<file path="src/rtl/hrsp_pkg.sv">
package hrsp_pkg;

  localparam int unsigned DEF_LENGTH_BITS = 32;
  localparam int unsigned NAME_LEN        = 14;
  localparam int unsigned POS_BITS        = 4;

  // section codes carried on out_tuser
  localparam logic [2:0] SEC_PROTOCOL = 3'd0;
  localparam logic [2:0] SEC_STATUS   = 3'd1;
  localparam logic [2:0] SEC_REASON   = 3'd2;
  localparam logic [2:0] SEC_NAME     = 3'd3;
  localparam logic [2:0] SEC_VALUE    = 3'd4;
  localparam logic [2:0] SEC_BODY     = 3'd5;
  localparam logic [2:0] SEC_DONE     = 3'd6;

  localparam logic [7:0] CH_CR    = 8'h0d;
  localparam logic [7:0] CH_LF    = 8'h0a;
  localparam logic [7:0] CH_COLON = 8'h3a;
  localparam logic [7:0] CH_SPACE = 8'h20;
  localparam logic [7:0] CH_ZERO  = 8'h30;
  localparam logic [7:0] CH_NINE  = 8'h39;

  // characters of the header name that carries the body length
  function automatic logic [7:0] cl_name_char(input logic [POS_BITS-1:0] pos);
    logic [7:0] c;
    case (pos)
      4'd0:    c = "C";
      4'd1:    c = "o";
      4'd2:    c = "n";
      4'd3:    c = "t";
      4'd4:    c = "e";
      4'd5:    c = "n";
      4'd6:    c = "t";
      4'd7:    c = "-";
      4'd8:    c = "L";
      4'd9:    c = "e";
      4'd10:   c = "n";
      4'd11:   c = "g";
      4'd12:   c = "t";
      4'd13:   c = "h";
      default: c = 8'h00;
    endcase
    return c;
  endfunction

endpackage

</file>
<file path="src/rtl/http_response_stream_parser.sv">
// HTTP response stream parser.
// Input channel (in_*): one response byte per word in in_tdata; in_tuser set
// starts a new response, the parser state is cleared before that byte.
// Result channel (out_*): one word per byte that yields a result; carriage
// returns in the header, the first byte of each header value and any byte
// after the response completed yield none. out_tuser gives the section,
// out_tlast marks the word that completes the response.
// A byte accepted goes into the input register, then its result word into
// the result register. Throughput: one byte per cycle while the receiver
// takes every word; the parse state, the name matcher and the length
// accumulator all update when the byte moves between those two registers.
// Content-Length digits go through one shift-add and compare per byte.
// Reset (rst_n low, synchronous): both stages empty, parser in the protocol
// field with length and body count zero.
// When the receiver stalls the result word holds, the input register holds
// its byte and in_tready drops; no word is lost or repeated.
module http_response_stream_parser #(
  parameter int unsigned LENGTH_BITS = hrsp_pkg::DEF_LENGTH_BITS
) (
  input  logic        clk,
  input  logic        rst_n,
  input  logic        in_tvalid,
  output logic        in_tready,
  input  logic [7:0]  in_tdata,   // [7:0] rx_byte
  input  logic        in_tuser,   // [0] restart
  output logic        out_tvalid,
  input  logic        out_tready,
  output logic [47:0] out_tdata,  // [7:0] data_byte, [8] byte_valid, [9] field_end,
                                  // [10] headers_done, [42:11] length_value, zero fill
  output logic [2:0]  out_tuser,  // [2:0] section
  output logic        out_tlast   // complete
);
  import hrsp_pkg::*;

  typedef enum logic [2:0] {
    PH_PROTOCOL = 3'd0,
    PH_STATUS   = 3'd1,
    PH_REASON   = 3'd2,
    PH_NAME     = 3'd3,
    PH_VALUE    = 3'd4,
    PH_BODY     = 3'd5,
    PH_DONE     = 3'd6
  } phase_t;

  localparam logic [LENGTH_BITS-1:0] LEN_MAX = {LENGTH_BITS{1'b1}};

  // input stage
  logic       s1_valid_r;
  logic [7:0] s1_byte_r;
  logic       s1_restart_r;

  // parser state
  phase_t                 phase_r, phase_nxt;
  logic [POS_BITS-1:0]    pos_r, pos_nxt;
  logic                   match_r, match_nxt;
  logic                   vfp_r, vfp_nxt;
  logic                   dend_r, dend_nxt;
  logic [LENGTH_BITS-1:0] clen_r, clen_nxt;
  logic [LENGTH_BITS-1:0] bcnt_r, bcnt_nxt;

  // result stage
  logic       out_valid_r;
  logic [2:0] sec_r;
  logic [7:0] dbyte_r;
  logic       bval_r, fend_r, hdone_r, done_r;
  logic [31:0] lenv_r;

  logic advance, s1_fire;
  assign advance   = !out_valid_r || out_tready;
  assign s1_fire   = s1_valid_r && advance;
  assign in_tready = !s1_valid_r || advance;

  // state seen by this byte, after an optional restart
  phase_t                 cur_phase;
  logic [POS_BITS-1:0]    cur_pos;
  logic                   cur_match, cur_vfp, cur_dend;
  logic [LENGTH_BITS-1:0] cur_clen, cur_bcnt;

  logic                   res, valid, fend, hdone, done;
  logic [7:0]             b;
  logic [3:0]             digit;
  logic [LENGTH_BITS+3:0] acc;
  logic [LENGTH_BITS-1:0] bcnt_inc;
  logic                   is_cl;
  logic [LENGTH_BITS+31:0] len_ext;

  always_comb begin
    b         = s1_byte_r;
    cur_phase = s1_restart_r ? PH_PROTOCOL : phase_r;
    cur_pos   = s1_restart_r ? '0 : pos_r;
    cur_match = s1_restart_r ? 1'b1 : match_r;
    cur_vfp   = s1_restart_r ? 1'b0 : vfp_r;
    cur_dend  = s1_restart_r ? 1'b0 : dend_r;
    cur_clen  = s1_restart_r ? '0 : clen_r;
    cur_bcnt  = s1_restart_r ? '0 : bcnt_r;

    phase_nxt = cur_phase;
    pos_nxt   = cur_pos;
    match_nxt = cur_match;
    vfp_nxt   = cur_vfp;
    dend_nxt  = cur_dend;
    clen_nxt  = cur_clen;
    bcnt_nxt  = cur_bcnt;

    res   = 1'b1;
    valid = 1'b0;
    fend  = 1'b0;
    hdone = 1'b0;
    done  = 1'b0;

    is_cl = cur_match && (cur_pos == POS_BITS'(NAME_LEN));
    digit = 4'(b - CH_ZERO);
    // cl*10 + d, wide enough to see overflow
    acc = ({4'b0, cur_clen} << 3) + ({4'b0, cur_clen} << 1) + (LENGTH_BITS+4)'(digit);
    bcnt_inc = (cur_bcnt < LEN_MAX) ? cur_bcnt + 1'b1 : cur_bcnt;

    if (cur_phase == PH_DONE) begin
      res = 1'b0;
    end else if (cur_phase != PH_BODY && b == CH_CR) begin
      res = 1'b0;
    end else begin
      case (cur_phase)
        PH_PROTOCOL, PH_STATUS: begin
          if (b == CH_SPACE) begin
            fend      = 1'b1;
            phase_nxt = (cur_phase == PH_PROTOCOL) ? PH_STATUS : PH_REASON;
          end else begin
            valid = 1'b1;
          end
        end
        PH_REASON: begin
          if (b == CH_LF) begin
            fend      = 1'b1;
            phase_nxt = PH_NAME;
            pos_nxt   = '0;
            match_nxt = 1'b1;
          end else begin
            valid = 1'b1;
          end
        end
        PH_NAME: begin
          if (b == CH_LF) begin
            hdone = 1'b1;
            if (cur_clen != '0) begin
              phase_nxt = PH_BODY;
              bcnt_nxt  = '0;
            end else begin
              phase_nxt = PH_DONE;
              done      = 1'b1;
            end
          end else if (b == CH_COLON) begin
            fend      = 1'b1;
            phase_nxt = PH_VALUE;
            vfp_nxt   = 1'b1;
            dend_nxt  = 1'b0;
            if (is_cl) clen_nxt = '0;
          end else begin
            valid = 1'b1;
            if (cur_pos < POS_BITS'(NAME_LEN) && b == cl_name_char(cur_pos))
              pos_nxt = cur_pos + 1'b1;
            else
              match_nxt = 1'b0;
          end
        end
        PH_VALUE: begin
          if (b == CH_LF) begin
            fend      = 1'b1;
            vfp_nxt   = 1'b0;
            phase_nxt = PH_NAME;
            pos_nxt   = '0;
            match_nxt = 1'b1;
          end else if (cur_vfp) begin
            // separator after the colon is swallowed
            vfp_nxt = 1'b0;
            res     = 1'b0;
          end else begin
            valid = 1'b1;
            if (is_cl && !cur_dend) begin
              if (b >= CH_ZERO && b <= CH_NINE) begin
                if (acc > {4'b0, LEN_MAX}) clen_nxt = LEN_MAX;
                else clen_nxt = acc[LENGTH_BITS-1:0];
              end else begin
                dend_nxt = 1'b1;
              end
            end
          end
        end
        PH_BODY: begin
          valid    = 1'b1;
          bcnt_nxt = bcnt_inc;
          if (bcnt_inc >= cur_clen) begin
            phase_nxt = PH_DONE;
            fend      = 1'b1;
            done      = 1'b1;
          end
        end
        default: res = 1'b0;
      endcase
    end
    len_ext = {32'b0, clen_nxt};
  end

  always_ff @(posedge clk) begin
    if (!rst_n) begin
      s1_valid_r  <= 1'b0;
      out_valid_r <= 1'b0;
      phase_r     <= PH_PROTOCOL;
      pos_r       <= '0;
      match_r     <= 1'b1;
      vfp_r       <= 1'b0;
      dend_r      <= 1'b0;
      clen_r      <= '0;
      bcnt_r      <= '0;
    end else begin
      if (in_tready) begin
        s1_valid_r <= in_tvalid;
      end
      if (advance) begin
        out_valid_r <= s1_valid_r && res;
      end
      if (s1_fire) begin
        phase_r <= phase_nxt;
        pos_r   <= pos_nxt;
        match_r <= match_nxt;
        vfp_r   <= vfp_nxt;
        dend_r  <= dend_nxt;
        clen_r  <= clen_nxt;
        bcnt_r  <= bcnt_nxt;
      end
    end
  end

  // payload registers
  always_ff @(posedge clk) begin
    if (in_tready && in_tvalid) begin
      s1_byte_r    <= in_tdata;
      s1_restart_r <= in_tuser;
    end
    if (s1_fire && res) begin
      sec_r   <= 3'(cur_phase);
      dbyte_r <= valid ? b : 8'h00;
      bval_r  <= valid;
      fend_r  <= fend;
      hdone_r <= hdone;
      done_r  <= done;
      lenv_r  <= len_ext[31:0];
    end
  end

  assign out_tvalid = out_valid_r;
  assign out_tdata  = {5'b0, lenv_r, hdone_r, fend_r, bval_r, dbyte_r};
  assign out_tuser  = sec_r;
  assign out_tlast  = done_r;

  // end of header never carries a byte or closes a field
  a_hdone_clean: assert property (@(posedge clk) disable iff (!rst_n)
    out_valid_r && hdone_r |-> !bval_r && !fend_r)
    else $error("headers_done word carries a byte");

  // every body word carries its byte
  a_body_valid: assert property (@(posedge clk) disable iff (!rst_n)
    out_valid_r && sec_r == SEC_BODY |-> bval_r)
    else $error("body word without byte");

  // the body count stays below the length while in the body
  a_body_count: assert property (@(posedge clk) disable iff (!rst_n)
    phase_r == PH_BODY |-> bcnt_r < clen_r)
    else $error("body count reached length without completion");

  // a finished parse stays finished until restart
  a_done_sticky: assert property (@(posedge clk) disable iff (!rst_n)
    s1_fire && phase_r == PH_DONE && !s1_restart_r |=> phase_r == PH_DONE && !out_valid_r)
    else $error("result or state change after completion");

endmodule
</file>
<file path="config.mk">
export PLATFORM = sky130hd
export DESIGN_NAME = http_response_stream_parser
export DESIGN_NICKNAME = d
export VERILOG_FILES = /design/src/rtl/hrsp_pkg.sv /design/src/rtl/http_response_stream_parser.sv
export SDC_FILE = /design/constraint.sdc
export NUM_CORES = 1
export LEC_CHECK = 0
export ABC_AREA = 1
export BUFFER_PORTS_ARGS = -buffer_cell sky130_fd_sc_hd__buf_4
export CELL_PAD_IN_SITES_DETAIL_PLACEMENT = 0
export CELL_PAD_IN_SITES_GLOBAL_PLACEMENT = 1
export CORE_ASPECT_RATIO = 1.2
export CORE_UTILIZATION = 40
export DETAILED_ROUTE_END_ITERATION = 6
export PLACE_DENSITY_LB_ADDON = 0.1
export SLEW_MARGIN = 30
export SYNTH_ARGS = -nofsm -noshare
export SYNTH_HDL_FRONTEND = slang
export SYNTH_SLANG_ARGS = --single-unit
</file>
<file path="constraint.sdc">
create_clock -name clk -period 3.7 [get_ports clk]
set_clock_uncertainty 0.05 [all_clocks]
set_input_delay 0.37 -clock clk [delete_from_list [all_inputs] [get_ports clk]]
set_output_delay 0.37 -clock clk [all_outputs]
set_load 0.02 [all_outputs]
</file>
Yosys cells after proc, flatten, opt, wreduce, memory -nomap -nowiden --
Memory sizes are Yosys's and may differ from the RTL's. Index checks and enable logic that the tools add are counted.
Storage, ports and cells: flip-flop bits (word level) 132, bits in read-only memories 112, input port bits 13, output and inout port bits 54, memories 1
Memory list:
- (name not given) | words 16, width 7, rd ports 1, clocked after Yosys merged registers in 0, wr ports 0, line hrsp_pkg.sv:26 | case (pos)
Cells by class: add/subtract/negate cells 5, magnitude comparators 6, equality and inequality tests 13, multiplexer cells 89, bitwise logic cells 1, reductions and logical operators 21
Operator list (count):
- $mux W32 | 17
- $pmux W32 S2 | 2
- $mux W8 | 5
- $mux W1 | 39
- $add A35 B33 Y36 | 1
- $add A36 B4 Y36 | 1
- $gt A36 B32 Y1 const B | 1
- $add A32 B1 Y32 const B | 1
- $ge A32 B32 Y1 | 1
- $lt A32 B32 Y1 const B | 1
- $reduce_bool A32 Y1 | 1
- $mux W4 | 7
- $mux W3 | 8
- $eq A8 B4 Y1 const B | 2
- $eq A8 B6 Y1 const B | 2
- $pmux W3 S4 | 1
- $pmux W1 S2 | 5
- $eq A3 B3 Y1 const B | 3
- $logic_and A1 B1 Y1 | 9
- $eq A8 B8 Y1 | 1
- $ge A8 B6 Y1 const B | 1
- $le A8 B6 Y1 const B | 1
- $pmux W4 S2 | 1
- $eq A3 B2 Y1 const B | 2
- other kinds (16) | 22

Logic depth before layout (Yosys ltp) --
Gate-level depths: netlist (run 1). An unclocked memory read counts as a cell.
depth in word-level cells 15, gate-level depth with buffers 30, depth with buffers taken out 27

Worst setup path before layout (run 1) --
No wires, ideal clock.
path type reg2reg, from reg s1_restart_r, to reg fend_r (data pin), arrival 3.502 ns, data required time 3.385 ns, slack -0.117 ns, cell stages (with the launch flop) 26, buffers on the path 3, period minus slack after synthesis 3.817 ns, path through edfxtp_1 -> buf_6 -> buf_2 -> clkbuf_1 -> nor2_1 -> ha_1 -> nand2_1 -> nor2_2 -> nand2_1 -> nor2_8 -> nand4_4 -> nand3_2 -> nor3_2 -> nand2_2 -> nor2_4 -> nand4_1 -> xnor2_1 -> ha_1 -> nand2_1 -> nor2_1 -> nand4_1 -> a21oi_1 -> a211oi_1 -> nand2_1 -> nand2_1 -> nand4_1
On the way: cells in the longest elaborated chain, start to end 6, elaborated cells between the ends (all ways) 21, those cells by class add/sub (1); order compare (2); eq/ne (7); mux (6); reduce/logical (5)
Ends and longest elaborated chain:
- from (decl) | line http_response_stream_parser.sv:50 | logic s1_restart_r;
- from (signal assigned) | line http_response_stream_parser.sv:237 | s1_restart_r <= in_tuser;
- $mux W32 | line http_response_stream_parser.sv:95 | cur_bcnt = s1_restart_r ? '0 : bcnt_r;
- $add A32 B1 Y32 / $lt A32 B32 Y1 (equally long branches) | line http_response_stream_parser.sv:115 | bcnt_inc = (cur_bcnt < LEN_MAX) ? cur_bcnt + 1'b1 : cur_bcnt;
- $mux W32 | line http_response_stream_parser.sv:115
- $ge A32 B32 Y1 | line http_response_stream_parser.sv:191 | if (bcnt_inc >= cur_clen) begin
- $mux W1 | line http_response_stream_parser.sv:191
- $pmux W1 S4 | line http_response_stream_parser.sv:122 | case (cur_phase)
- to (signal assigned) | line http_response_stream_parser.sv:243 | fend_r <= fend;
- to (decl) | line http_response_stream_parser.sv:65 | logic bval_r, fend_r, hdone_r, done_r;
Several ways; a longest one is shown, not always the timed one. A chain may end at the register's enable or synchronous reset.

Worst setup path after layout (run 1) --
from reg s1_restart_r, to reg phase_r[1]
On the way: cells in the longest elaborated chain, start to end 8, elaborated cells between the ends (all ways) 29, those cells by class add/sub (1); order compare (2); eq/ne (7); mux (14); reduce/logical (5)
Ends and longest elaborated chain:
- $mux W32 | line http_response_stream_parser.sv:95
- $add A32 B1 Y32 / $lt A32 B32 Y1 (equally long branches) | line http_response_stream_parser.sv:115
- $mux W32 | line http_response_stream_parser.sv:115
- $ge A32 B32 Y1 | line http_response_stream_parser.sv:191
- $mux W3 | line http_response_stream_parser.sv:191
- $pmux W3 S4 | line http_response_stream_parser.sv:122
- $mux W3 | line http_response_stream_parser.sv:119 | end else if (cur_phase != PH_BODY && b == CH_CR) begin
- $mux W3 (*) | line http_response_stream_parser.sv:117 | if (cur_phase == PH_DONE) begin
- to (signal assigned) | line http_response_stream_parser.sv:222 | phase_r <= phase_nxt;
- to (decl) | line http_response_stream_parser.sv:53 | phase_t phase_r, phase_nxt;
Mark *: on every way between the ends. The rest lies on a longest branch, timed or not.

==> results of run 1 <==
-- registers in the layout, summed over array words and instances (netlist names), 3 cells and up --
| signal | cells |
|---|---|
| out_tuser | 3 |
| bcnt_r | 32 |
| phase_r | 3 |
| pos_r | 4 |
| lenv_r | 32 |
| b | 8 |
| clen_r | 32 |
| dbyte_r | 8 |
-- cells by family after synthesis --
| kind of cell | synth area share |
|---|---|
| fa+ha+maj | 0.109 |
| flops | 0.275 |
| simple gates | 0.311 |
| buf+inv | 0.0959 |
| xor+xnor | 0.0448 |
| other cells | 0.000321 |
| compound gates | 0.164 |
| mux | 0.000965 |
-- final cells by class --
type	count	area [um2]	share of cell area
Clock buffer	21	472	0.0290
Clock inverter	11	124	0.00762
Inverter	209	800	0.0492
Multi-Input combinational cell	1310	8290	0.510
Sequential cell	132	3200	0.197
Tap cell	385	482	0.0296
Timing Repair Buffer	363	2890	0.178
-- per-layer routing --
layer / track usage / up-vias / share of wire
met1: 0.380 / 6035 / 0.44
met5: 0 / - / 0
li1: - / 6360 / -
met2: 0.505 / 311 / 0.49
met4: 0.0993 / 0 / 0.026
met3: 0.0371 / 70 / 0.042
-- layout by cell type, fill, tap and decap left out, drive strengths merged, types with 2 or more instances in the layout --
cell type  instances
a2111oi            2
a211oi             5
a21o               3
a21oi            189
a221oi            20
a31oi              4
buf              363
bufinv             2
clkbuf            21
clkinv             7
conb               5
dfxtp             76
edfxtp            56
ha               100
inv              211
nand2            450
nand3            117
nand3b             3
nand4             38
nor2             172
nor3              16
nor4              12
o211ai            15
o21a               2
o21ai             82
o21bai             3
o221ai             2
o22ai              2
o31ai              2
or2                2
xnor2             21
xor2              37
-- worst paths after layout --
check                     from         end  slack [ns]  cells after the start
hold / removal     in_tdata[2]        b[2]        0.05                      1
hold reg to reg      bcnt_r[0]   bcnt_r[0]        0.42                      2
setup / recovery  s1_restart_r  phase_r[1]       -0.15                     28
setup reg to reg  s1_restart_r  phase_r[1]       -0.15                     28
-- metrics by stage --
| step | hold WS [ns] | power [mW] | instance area, um2 | util |
|---|---|---|---|---|
| after floorplan | 0.395 | 2.12 | 11700 | - |
| after global placement | 0.404 | 2.44 | 14400 | 0.499 |
| after detailed placement | 0.412 | 2.45 | 14400 | 0.499 |
| after CTS | 0.0336 | 4.33 | 15900 | 0.554 |
| after global routing | 0.0293 | 4.51 | 16300 | 0.565 |
| final | 0.0461 | 4.33 | 16300 | 0.565 |
-- power by group through the flow --
stage / Sequential [mW] / Combinational [mW] / Clock, mW
detailed placement: 1.66 / 0.793 / 0
floorplan: 1.68 / 0.440 / 0
global route: 1.63 / 1.03 / 1.85
global placement: 1.66 / 0.787 / 0
finish: 1.63 / 0.940 / 1.76
CTS: 1.63 / 0.913 / 1.79
-- what timing repair did --
action,4_1_cts,5_1_grt
gates cloned,2,0
buffers inserted,34,6
pin swaps,40,21
endpoints found under the hold margin,0,0
endpoints found under the setup margin,68,118
gates resized for setup,160,68
hold buffers,0,0
-- worst max-delay path: cells and delay by family, from the launching register on --
family                     cells  cell delay (ns)
and+or+nand+nor               17             1.71
DFF                            1             0.38
buffers and inverters          8             1.02
adders and majority gates      1             0.26
AOI/OAI and AO/OA              1             0.13
xor gates and xnor gates       1             0.19
==> results.sh, run 1 <==
export IMPL_antenna_found_initial=0
export IMPL_setup_violations=32
export IMPL_period_needed_ns=3.85
export IMPL_ys_ff_latch=132
export IMPL_layout_setup_ws_ns=-0.152
export IMPL_drt_wl_total_um=42400
export IMPL_synth_commonest_cells="433 x nand2_1, 200 x inv_1, 187 x a21oi_1"
export IMPL_core_area_mm2=0.0288
export IMPL_vias=12776
export IMPL_num_rows=68
export IMPL_cp_slowest_stage_delay_ns=0.38
export IMPL_htreeDepth=4
export IMPL_synthFlopType="dfxtp_1"
export IMPL_track_usage=0.295
export IMPL_max_freq_ghz=0.260
export IMPL_pwr_share_clk=0.407
export IMPL_gr_total_overflow=0
export IMPL_critPathMaxFanout=14
export IMPL_p_per_area_mw_per_mm2=266
export IMPL_violations="setup timing"
export IMPL_final_cells=2431
export IMPL_synth_area_leaders="edfxtp_1 14%, nand2_1 14%, dfxtp_1 13%"
export IMPL_power_frac_comb=0.217
export IMPL_sw_frac_of_total=0.297
export IMPL_max_cap_violations=0
export IMPL_ant_nets=0
export IMPL_placedCellCount=2360
export IMPL_synth_top_cell_by_area="edfxtp_1"
export IMPL_root_buffer="clkbuf_16"
export IMPL_seq_power_share=0.376
export IMPL_die_h_um=189
export IMPL_rsz0062_at_grt="true"
export IMPL_tritoncts="yes"
export IMPL_grt_pass1_wl_um=67500
export IMPL_cp_start_kind="flip-flop"
export IMPL_drive_gt1_frac=0.315
export IMPL_required_ns=4.02
export IMPL_globalplace_congestion=0.894
export IMPL_clk_pin_slew_ns=0.07
export IMPL_drv_slew=0
export IMPL_fillers=2900
export IMPL_finalCritPeriodShare=1.04
export IMPL_clock_path_buffers=2
export IMPL_clk_latency_ns=0.45
export IMPL_drc=0
export IMPL_syn_area_per_cell_um2=6.83
export IMPL_cp_common_cell="nand2_2"
export IMPL_vias_per_cell=5.26
export IMPL_n_antenna_cell=0
export IMPL_hp_class="input port to flip-flop"
export IMPL_synth_edf_count=56
export IMPL_cpMaxStageDelayCell="edfxtp_1"
export IMPL_cts_sinks=132
export IMPL_synth_top_area_frac=0.144
export IMPL_tightest_slew_ns=0.657
export IMPL_die_w_um=158
export IMPL_yosys_warnings=0
export IMPL_synthToLayoutAreaGrowth_pct=39.3
export IMPL_cts_buffers=17
export IMPL_synth_cells=1709
export IMPL_drt_iter0_drc=865
export IMPL_grt_pass1_vias=12681
export IMPL_port_buffers=61
export IMPL_relSlewSlack=0.562
export IMPL_pin_count=67
export IMPL_internal_power_mw=3.04
export IMPL_dp_hpwl_um=31400
export IMPL_finalSetupTns_ns=-1.25
export IMPL_initial_core_util=0.406
export IMPL_yosysMostFrequentCell="nand2_1"
export IMPL_synth_cell_types=62
export IMPL_grt_max_degree=48
export IMPL_peakVddDrop_mv=0.304
export IMPL_critPathKind="flip-flop to flip-flop"
export IMPL_drt_first_pass_iters=5
export IMPL_wl_per_cell_um=17.5
export IMPL_syn_area_mm2=0.0117
export IMPL_dp_slack_ns=-0.401
export IMPL_finalHoldViolCount=0
export IMPL_crit_path_end_kind="flip-flop"
export IMPL_outcome="complete, but fails checks"
export IMPL_yosysSeqAreaShare=0.275
export IMPL_async_reset_ff_frac=0
export IMPL_critPathArrivalTime_ns=4.18
export IMPL_nets=2147
export IMPL_p_switching_mw=1.29
export IMPL_dieArea_mm2=0.0299
export IMPL_power_leakage_nw=7.75
Note: power is estimated with default switching activity, not from simulation.
==> run 2, diff against run 1 <==
Settings changed: BUFFER_PORTS_ARGS -buffer_cell sky130_fd_sc_hd__buf_4 to -buffer_cell sky130_fd_sc_hd__buf_2.
==> run 2 against run 1 <==
Compared with the run above: the flow still finishes with violations (setup timing); global-route usage down 0.15 points; maximum frequency is 0.53% lower; combinational power decreased by 2%; via count up 0.54%; highest routed layer unchanged.
==> results.sh, run 2 (synthesis results as in run 1) <==
export IMPL_track_usage=0.294
export IMPL_nets=2159
export IMPL_rsz0062_at_grt="true"
export IMPL_cp_top_family="simple AND/OR/NAND/NOR gates"
export IMPL_finalHoldViolCount=0
export IMPL_wirelength_met1_um=19000
export IMPL_critPathMaxFanout=6
export IMPL_timing_rr_end="fend_r"
export IMPL_cp_buffers_inverters=3
export IMPL_cp_common_cell="nand2_4"
export IMPL_wl_met2_um=21600
export IMPL_tightest_slew_ns=0.790
export IMPL_setup_violations=31
export IMPL_reg2reg_slack_ns=-0.17
export IMPL_power_leakage_nw=7.78
export IMPL_num_rows=68
export IMPL_outcome="complete, but fails checks"
export IMPL_max_freq_ghz=0.258
export IMPL_p_per_area_mw_per_mm2=260
export IMPL_ff2ff_path_depth=20
export IMPL_pin_count=67
export IMPL_antenna_found_initial=0
export IMPL_n_antenna_cell=0
export IMPL_vias=12845
export IMPL_hp_class="input port to flip-flop"
export IMPL_min_from="in_tdata[4]"
export IMPL_area_sequential_mm2=0.00320
export IMPL_cts_buffers=17
export IMPL_clk_latency_ns=0.45
export IMPL_path_cells="buf_12, nor2_4, ha_4, nand2_4, nor2_4, nand2_4, nor2_8, nand4_4, buf_6, nand4_1, nor2_1, xor2_1, ha_1, buf_4, a2111oi_2, nand2_1, nand2_2, nand2_4, nand2_4, nand4_1"
export IMPL_fillers=2849
export IMPL_vias_per_cell=5.26
export IMPL_finalCritPeriodShare=1.05
export IMPL_drt_wl_total_um=43400
export IMPL_drc=0
export IMPL_grt_pass1_wl_um=66900
export IMPL_placedCellCount=2357
export IMPL_cpMaxStageDelayCell="edfxtp_1"
export IMPL_rr_startpoint="s1_restart_r"
export IMPL_met3WireLength_um=1820
export IMPL_route_top_layer_used="met4"
export IMPL_cp_slowest_stage_delay_ns=0.52
export IMPL_drt_iter0_drc=863
export IMPL_drive_gt1_frac=0.317
export IMPL_cts_sinks=132
export IMPL_period_needed_ns=3.87
export IMPL_crit_path_start="s1_restart_r"
export IMPL_clk_pin_slew_ns=0.06
export IMPL_critPathArrivalTime_ns=4.00
export IMPL_ctsHoldBuffers=0
export IMPL_wl_per_cell_um=17.8
export IMPL_dieArea_mm2=0.0299
export IMPL_max_cap_violations=0
export IMPL_relSlewSlack=0.473
export IMPL_cp_start_kind="flip-flop"
export IMPL_root_buffer="clkbuf_16"
export IMPL_multiInputGateArea_mm2=0.00840
export IMPL_drt_first_pass_iters=5
export IMPL_grt_pass1_vias=12399
export IMPL_required_ns=3.82
export IMPL_layout_common_cells="406 x nand2_1, 286 x buf_4, 185 x inv_1, 163 x a21oi_1, 120 x nor2_1"
export IMPL_ant_nets=0
export IMPL_die_h_um=189
export IMPL_final_cells=2443
export IMPL_grt_max_degree=39
export IMPL_reg_largest_list="bcnt_r x32, clen_r x32, lenv_r x32"
export IMPL_violations="setup timing"
export IMPL_layout_cells_most_common="nand2_1"
export IMPL_drv_slew=0
export IMPL_gr_total_overflow=0
export IMPL_core_area_mm2=0.0288
export IMPL_port_buffers=61
export IMPL_min_to="b[4]"
export IMPL_clock_path_buffers=2
export IMPL_htreeDepth=4
export IMPL_dp_hpwl_um=32100
export IMPL_final_util=0.567
export IMPL_layout_setup_ws_ns=-0.173
export IMPL_crit_path_end_kind="flip-flop"
export IMPL_synthToLayoutAreaGrowth_pct=39.7
export IMPL_initial_core_util=0.406
export IMPL_peakVddDrop_mv=0.192
export IMPL_globalplace_congestion=0.953
export IMPL_worstHoldPathCells=1
export IMPL_die_w_um=158
export IMPL_critPathKind="flip-flop to flip-flop"
export IMPL_tritoncts="yes"
==> run 2: cell count changes in the layout (fill, tap and decap cells not counted), sizes merged <==
cell      previous run  this run
clkbuf              21        25
inv                211       210
clkinv               7         5
bufinv               2         1
buf                363       374
clkinvlp             0         1
==> run 2: worst max path at each step <==
stage	endpoint	slack (ns)	depth (start not counted)
floorplan	fend_r	0.0009	24
detailed placement	phase_r[1]	-0.36	26
global placement	fend_r	-0.35	24
finish	fend_r	-0.17	20
global route	phase_r[1]	-0.39	26
CTS	phase_r[1]	-0.22	26
==> run 2: through the flow <==
stage	hold WS (ns)	setup slack [ns]	setup TNS, ns	total power [mW]	cell area [um2]
after global routing	0.0413	-0.387	-13.06	4.38	16300
final	0.0515	-0.173	-1.60	4.24	16300
after detailed placement	0.406	-0.356	-7.01	2.44	14200
after floorplan	0.395	0.000927	0	2.12	11700
after CTS	0.0447	-0.217	-0.638	4.18	15600
after global placement	0.404	-0.348	-3.96	2.43	14200
==> run 2: metal layers <==
metal / vias to the layer above / global-route usage
met5: - / 0
met4: 0 / 0.0833
met3: 60 / 0.0336
met2: 323 / 0.514
met1: 6076 / 0.376
li1: 6386 / -
==> run 2: area by class of cell <==
cell class                 instances  share of cell area
clock buffer                      24              0.0296
clock inverter                     8             0.00484
inverter                         209              0.0488
multi-input combinational       1310               0.516
sequential                       132               0.197
tap                              385              0.0296
timing repair buffer             375               0.175
==> run 2: power by group <==
part	leakage [nW]	switching (mW)	internal (mW)
Clock	0.275	0.712	0.979
Combinational	6.35	0.541	0.380
Sequential	1.16	0.0363	1.59
Total	7.78	1.29	2.95
==> run 2: repair_timing <==
| item | in CTS | in global routing |
|---|---|---|
| setup endpoints to repair | 65 | 69 |
| buffers inserted | 39 | 17 |
| cloned | 1 | 1 |
| pin swaps | 56 | 62 |
| gates resized for setup | 131 | 119 |
